## src/asfp_pkg.sv

```systemverilog
package asfp_pkg;

	localparam logic [7:0] HdrFirst   = 8'h2C;
	localparam logic [7:0] HdrSecond  = 8'hE4;
	// index of the checksum byte within the frame (frame is 9 bytes long)
	localparam logic [3:0] ChecksumIdx = 4'd8;
	localparam logic [3:0] FirstDataIdx = 4'd2;

	localparam int unsigned ReadingW = 16;
	localparam int unsigned PayloadW = 3 * ReadingW;

	// outcome of one byte, handed from the parser to the result register
	typedef struct packed {
		logic                valid;
		logic                ok;
		logic [ReadingW-1:0] tvoc;
		logic [ReadingW-1:0] ch2o;
		logic [ReadingW-1:0] co2;
	} asfp_result_t;

endpackage

```

## src/asfp_parser.sv

```systemverilog
module asfp_parser (
	input  logic                    clk,
	input  logic                    arst_n,
	input  logic                    step,
	input  logic [7:0]              rx_byte,
	output asfp_pkg::asfp_result_t  result
);

	typedef enum logic [1:0] {
		PH_HUNT    = 2'd0,
		PH_HDR2    = 2'd1,
		PH_COLLECT = 2'd2
	} phase_t;

	phase_t                         phase_q, phase_d;
	logic [3:0]                     count_q, count_d;
	logic [7:0]                     sum_q, sum_d;
	logic [asfp_pkg::PayloadW-1:0]  payload_q, payload_d;
	logic [asfp_pkg::PayloadW-1:0]  good_q, good_d;
	logic                           ok;
	logic                           emit;

	always_comb begin
		phase_d   = PH_HUNT;
		count_d   = '0;
		sum_d     = '0;
		payload_d = payload_q;
		good_d    = good_q;
		emit      = 1'b0;
		ok        = (sum_q == rx_byte);
		case (phase_q)
			PH_HDR2: begin
				if (rx_byte == asfp_pkg::HdrSecond) begin
					phase_d = PH_COLLECT;
					count_d = asfp_pkg::FirstDataIdx;
					sum_d   = asfp_pkg::HdrFirst + asfp_pkg::HdrSecond;
				end
			end
			PH_COLLECT: begin
				if (count_q < asfp_pkg::ChecksumIdx) begin
					phase_d   = PH_COLLECT;
					count_d   = count_q + 4'd1;
					sum_d     = sum_q + rx_byte;
					payload_d = {payload_q[asfp_pkg::PayloadW-9:0], rx_byte};
				end else begin
					// checksum byte closes the frame
					emit = 1'b1;
					if (ok) begin
						good_d = payload_q;
					end
				end
			end
			default: begin
				// hunting; the unused phase code behaves the same
				if (rx_byte == asfp_pkg::HdrFirst) begin
					phase_d = PH_HDR2;
				end
			end
		endcase
	end

	always_ff @(posedge clk or negedge arst_n) begin
		if (!arst_n) begin
			phase_q <= PH_HUNT;
			count_q <= '0;
			sum_q   <= '0;
			good_q  <= '0;
		end else if (step) begin
			phase_q <= phase_d;
			count_q <= count_d;
			sum_q   <= sum_d;
			good_q  <= good_d;
		end
	end

	// payload is fully rewritten before every use
	always_ff @(posedge clk) begin
		if (step) begin
			payload_q <= payload_d;
		end
	end

	assign result.valid = emit;
	assign result.ok    = emit & ok;
	assign result.tvoc  = good_d[3*asfp_pkg::ReadingW-1:2*asfp_pkg::ReadingW];
	assign result.ch2o  = good_d[2*asfp_pkg::ReadingW-1:asfp_pkg::ReadingW];
	assign result.co2   = good_d[asfp_pkg::ReadingW-1:0];

endmodule

```

## src/air_sensor_frame_parser_core.sv

```systemverilog
// Frame parser for an air quality sensor on a serial link. Each input
// transaction carries one received byte. The parser hunts for the header
// 0x2C 0xE4 (the byte right after 0x2C must be 0xE4, else hunting resumes),
// then takes six payload bytes and a checksum byte; the checksum must equal
// the 8-bit sum of the first eight frame bytes. On the checksum byte exactly
// one output transaction is produced: tuser is the checksum-ok flag and tdata
// holds the last good TVOC, CH2O and CO2 readings as raw big-endian counts
// (zero until the first good frame). A bad frame keeps the old readings.
// Every other byte produces no output. Rate is one byte per clock, sustained,
// while the output side keeps up; an input byte passes through the input
// register and then the result register on its way to the output transaction.
module air_sensor_frame_parser_core (
	input  logic        clk,
	input  logic        arst_n,
	input  logic        s_axis_tvalid,
	output logic        s_axis_tready,
	input  logic [7:0]  s_axis_tdata,   // [7:0] rx_byte
	output logic        m_axis_tvalid,
	input  logic        m_axis_tready,
	output logic [47:0] m_axis_tdata,   // [15:0] tvoc_milli, [31:16] formaldehyde_milli,
	                                    // [47:32] co2_ppm
	output logic        m_axis_tuser    // [0] frame_ok
);

	logic                   valid_s1;
	logic [7:0]             byte_s1;
	logic                   advance;
	asfp_pkg::asfp_result_t result;

	logic                   out_valid_q;
	logic                   out_ok_q;
	logic [47:0]            out_data_q;

	// byte in the input register moves on unless it closes a frame while the
	// result slot is still held by a stalled transaction
	assign advance       = valid_s1 && (!result.valid || !out_valid_q || m_axis_tready);
	assign s_axis_tready = !valid_s1 || advance;

	always_ff @(posedge clk or negedge arst_n) begin
		if (!arst_n) begin
			valid_s1 <= 1'b0;
		end else if (s_axis_tready) begin
			valid_s1 <= s_axis_tvalid;
		end
	end

	always_ff @(posedge clk) begin
		if (s_axis_tready && s_axis_tvalid) begin
			byte_s1 <= s_axis_tdata;
		end
	end

	asfp_parser u_parser (
		.clk     (clk),
		.arst_n  (arst_n),
		.step    (advance),
		.rx_byte (byte_s1),
		.result  (result)
	);

	// result register
	always_ff @(posedge clk or negedge arst_n) begin
		if (!arst_n) begin
			out_valid_q <= 1'b0;
		end else if (!out_valid_q || m_axis_tready) begin
			out_valid_q <= advance && result.valid;
		end
	end

	always_ff @(posedge clk) begin
		if (advance && result.valid) begin
			out_ok_q   <= result.ok;
			out_data_q <= {result.co2, result.ch2o, result.tvoc};
		end
	end

	assign m_axis_tvalid = out_valid_q;
	assign m_axis_tuser  = out_ok_q;
	assign m_axis_tdata  = out_data_q;

endmodule

```

## config.mk

```make
export PLATFORM = sky130hd
export DESIGN_NAME = air_sensor_frame_parser_core
export DESIGN_NICKNAME = d
export VERILOG_FILES = /design/src/asfp_pkg.sv /design/src/asfp_parser.sv /design/src/air_sensor_frame_parser_core.sv
export SDC_FILE = /design/constraint.sdc
export NUM_CORES = 1
export LEC_CHECK = 0
export BUFFER_PORTS_ARGS = -buffer_cell sky130_fd_sc_hd__buf_4
export CAP_MARGIN = 0
export CORE_MARGIN = 4
export CORE_UTILIZATION = 30
export CTS_CLUSTER_DIAMETER = 60
export DETAILED_ROUTE_END_ITERATION = 16
export SETUP_SLACK_MARGIN = 0.5
export SYNTH_ARGS = -nofsm -noshare
export SYNTH_HDL_FRONTEND = slang
export SYNTH_SLANG_ARGS = --single-unit
```

## constraint.sdc

```tcl
create_clock -name clk -period 5.45 [get_ports clk]
set_input_delay 1.635 -clock clk [delete_from_list [all_inputs] [get_ports clk]]
set_output_delay 1.635 -clock clk [all_outputs]
set_load 0.005 [all_outputs]
```

Word-level counts from Yosys, hierarchy flattened
Cells that the tools add are included. W data, S select, Z words.

Register bits: 169. Output and inout bits: 51. Word-level logic and storage cells: 45.

Add/sub/neg operators: 2. Magnitude comparators: 1. Equal/unequal tests: 5. Muxes and demuxes: 15. Bitwise gates (word level): 1. Reduce and logical (&&, ||, !) cells: 11.

Operators by type and width (number): $mux W48 (3); $pmux W8 S2 (1); $add A8 B8 Y8 (1); $eq A8 B6 Y1 const B (1); $eq A8 B8 Y1 (1); $eq A8 B8 Y1 const B (1); $mux W8 (1); $pmux W4 S2 (1); $mux W2 (3); $mux W5 (1); $add A4 B1 Y4 const B (1); $logic_or A1 B1 Y1 (4); $lt A4 B4 Y1 const B (1); $mux W4 (1); $pmux W2 S2 (1); $logic_and A1 B1 Y1 (3); $logic_not A1 Y1 (3); $mux W1 (3); $reduce_and A3 Y1 (1); $eq A2 B1 Y1 const B (1); $eq A2 B2 Y1 const B (1); $and A1 B1 Y1 (1).

Longest topological paths before layout
Word-level depth: 9. Mapped depth: 8. Gate-level depth less buffers: 8.

Modules after synthesis
From an unflattened synthesis, not the netlist that was laid out.

Cell total of the unflattened synthesis: 369. Area total of the unflattened synthesis: 6655.1 sq um.

Modules (own cells, without submodules): asfp_parser (instances 1, cells each 302, area each 4825.9 sq um); air_sensor_frame_parser_core (instances 1, cells each 67, area each 1829.3 sq um).

Least setup slack after synthesis
OpenSTA, ideal clock, no wires.

Path type: input-to-reg. From: input m_axis_tready. To: register out_data_q[0], in the netlist m_axis_tdata[0], enable pin. Library setup time: 0.456 ns. Arrival: 4.173 ns. Path slack: 0.821 ns. Stages on the path: 4. Path buffers: 1. Path through: nand2b_1 > o21ai_2 > clkbuf_1 > nor2_1.

Longest elaborated chain between the ends: 3.

Ends and longest elaborated chain: start, declared (line air_sensor_frame_parser_core.sv:19) `input logic m_axis_tready,`; $logic_or A1 B1 Y1 (line air_sensor_frame_parser_core.sv:36) `assign advance = valid_s1 && (!result.valid || !out_valid_q || m_axis_tready);`; $logic_and A1 B1 Y1 (line air_sensor_frame_parser_core.sv:36); $logic_and A1 B1 Y1 (line air_sensor_frame_parser_core.sv:71) `if (advance && result.valid) begin`; end signal, assigned (line air_sensor_frame_parser_core.sv:73) `out_data_q <= {result.co2, result.ch2o, result.tvoc};`; end, declared (line air_sensor_frame_parser_core.sv:32) `logic [47:0] out_data_q;`.

No other way between the ends. A chain may end at the register's enable or synchronous reset.

Worst setup path in the final report
From: input m_axis_tready. To: output s_axis_tready.

Longest elaborated chain between the ends: 3.

Ends and longest elaborated chain: $logic_or A1 B1 Y1 (line air_sensor_frame_parser_core.sv:36); $logic_and A1 B1 Y1 (line air_sensor_frame_parser_core.sv:36); $logic_or A1 B1 Y1 (line air_sensor_frame_parser_core.sv:37) `assign s_axis_tready = !valid_s1 || advance;`; end, declared (line air_sensor_frame_parser_core.sv:16) `output logic s_axis_tready,`.

No other way between the ends.

==> metrics.txt <==
post_cts resized 0; first-pass GRT wire length 19000 um; status finished clean; Worst Tran Pin Value 1.07 ns; vias per cell 4.58; largest cells by area after synthesis edfxtp_1, dfrtp_1, mux2_2, mux2_1, ha_1; Pleak 3.45 nW; Initial Utilization 30.9%; Max Cap Violations 0; CP Capture Type output pin; reg-to-reg slack, setup 2.46 ns; gr usage total 10.1%; largest net degree at the start of global routing 65; number of synthesized flops with an enable pin 105; DRT Pass-1 Iters 4; Post-DP Area 0.00735 mm^2; full die area 0.0243 mm^2; logic gate share of total power 1.4%; RSZ-0062 raised after global routing no; final setup vio count 0; H-tree depth reported by CTS 4; Num CTS Buffers 17; worst-case clock buffer depth 2; Post-CTS Setup Inserts 0; setup_tns 0 ns; Synth cell types 43; Worst Skew 0.00937 ns; vias in the first global route 3736; Slew Limit Fails 0; CP Launch Type primary input; synthesized area per cell 17.2 um^2; critical path startpoint m_axis_tready; Pwr per Cell Area 316 mW/mm^2; Initial DRC Count 185; Vias 3408; ANT nets after route 0; Max-slew headroom 28.6%; layout cells sized above 1 36.0%; sw power 509 uW; chip width 156 um; Peak VDD IR 0.205 mV; hold_buf cts 0; syn_nets 406; Syn-to-layout area delta 20.2%; synthesized area 0.00657 mm^2; core area 0.0213 mm^2; Required @ worst endpoint 3.82 ns; Post-Synthesis Cells 383; maximum clock rate 255 MHz; reg2reg path depth 7; overall routed net length 11500 um; Clock Power Share 44.0%; asr flop ratio synth 37.9%; Main synth FF type edfxtp_1; Hold Crit Class reg -> reg; GP Congestion 0.876; most common cell after layout, fill and taps aside edfxtp_1; Power Total 2.50 mW; worst setup path class in -> out; power share of the sequential group 54.6%; Seq/Total Area, Yosys 72.3%; Switching Fraction 20.4%; port buffer count 62; Synth area leader edfxtp_1; Rows 53; CTS sink cnt 169; CTS tree done; Worst-path clk slew 0.06 ns; Final nets 479; die height 156 um; Pint 1.99 mW; final routed DRC violation total 0; FF+latch count, synth 169; Tcrit/Tclk final 71.9%; yosys warns 0; commonest cells after routing, fill and taps aside edfxtp_1, mux2_2, buf_4; R2R Path End u_parser.good_q[47]$_DFFE_PN0N_; post-detailed-placement half-perimeter wirelength 6990 um; io pins 63; initial antenna violation count 0; top-area cell type share of the netlist area 48.0%; Crit Path Max Fanout 3; # diodes 0; FF-to-FF Start byte_s1[4]$_DFFE_PP_; routed length per instance 15.5 um; data arrival time of the critical path 2.28 ns; CTS root buf clkbuf_16; Period minus WS final 3.92 ns; crit path to s_axis_tready; final hold violation count 0; Clk Latency, worst-skew pair 0.42 ns; Design Area, Final 0.00790 mm^2; GR Overflow Total 0
==> metrics by stage <==
stage / utilization (%) / std cells / worst slack [ns] / hold WS, ns
finish: 37.1 / 744 / 1.53 / 0.466
global route: 37.1 / 744 / 1.46 / 0.475
CTS: 37.1 / 744 / 1.53 / 0.464
detailed placement: 34.6 / 712 / 1.54 / 0.453
global placement: 34.6 / 712 / 1.55 / 0.449
floorplan: - / 383 / 0.821 / 0.438
==> Yosys cell counts, types with 2 or more instances <==
master,n
nand3_1,5
inv_1,11
nand2_1,20
dfrtp_1,64
a21oi_1,5
nor2_1,8
mux2_2,67
ha_1,10
buf_6,2
buf_2,8
xor2_1,2
nor2b_1,3
o21ai_0,11
edfxtp_1,105
mux2_1,29
or3_1,3
nor4_1,3
xnor2_1,2
==> state kept, by name, summed over array words and instances, names as in the netlist <==
register,cells
m_axis_tdata,48
u_parser.good_q,48
u_parser.payload_q,48
byte_s1,8
u_parser.sum_q,8
u_parser.count_q,4
u_parser.phase_q,2
m_axis_tuser,1
m_axis_tvalid,1
valid_s1,1
==> critical path: stages <==
cell	delay (ns)
buf_4	0.10
nand2b_1	0.17
nor2_1	0.18
inv_1	0.06
buf_4	0.13
==> power by group through the flow <==
stage | clock (mW) | combinational [mW] | sequential, mW
after floorplan | 0 | 0.0151 | 1.39
after global routing | 1.19 | 0.0406 | 1.36
after global placement | 0 | 0.0349 | 1.39
final | 1.10 | 0.0351 | 1.37
after CTS | 1.13 | 0.0362 | 1.36
after detailed placement | 0 | 0.0362 | 1.39
==> layout make-up <==
type	count	area (um^2)
clock buffer	22	474
tap	275	344
fill	2003	13400
timing repair buffer	66	495
clock inverter	10	70.1
multi-input combinational	191	1720
inverter	11	41.3
sequential	169	4750
==> cell families (layout without fill, tap and decap cells) <==
group	count (synthesis)	in the layout	synth area share (%)
AOI/OAI and AO/OA	27	27	2.59
xor gates and xnor gates	4	4	0.533
adders and majority gates	11	11	2.21
buffers and inverters	23	109	1.75
DFF	169	169	72.3
muxes	97	97	16.6
and+or+nand+nor	52	52	4.00
==> worst min path at each step <==
stage | from | end | slack (ns) | depth (start not counted)
global route | u_parser.payload_q[7]$_DFFE_PP_ | u_parser.payload_q[15]$_DFFE_PP_ | 0.48 | 0
CTS | u_parser.payload_q[7]$_DFFE_PP_ | u_parser.payload_q[15]$_DFFE_PP_ | 0.46 | 0
floorplan | u_parser.payload_q[38]$_DFFE_PP_ | u_parser.payload_q[46]$_DFFE_PP_ | 0.44 | 0
detailed placement | u_parser.payload_q[25]$_DFFE_PP_ | u_parser.payload_q[33]$_DFFE_PP_ | 0.45 | 0
global placement | u_parser.payload_q[22]$_DFFE_PP_ | u_parser.payload_q[30]$_DFFE_PP_ | 0.45 | 0
finish | u_parser.payload_q[7]$_DFFE_PP_ | u_parser.payload_q[15]$_DFFE_PP_ | 0.47 | 0
==> per-layer routing <==
layer	routed length, um	up-vias	global-route usage [%]	share of wire [%]
met2	5620	94	16.5	49
li1	-	1583	-	-
met3	675	25	3.08	5.9
met5	0	-	0	0
met1	5000	1706	12.4	43
met4	238	0	4.13	2.1
Note: power is estimated with default switching activity, not from simulation.
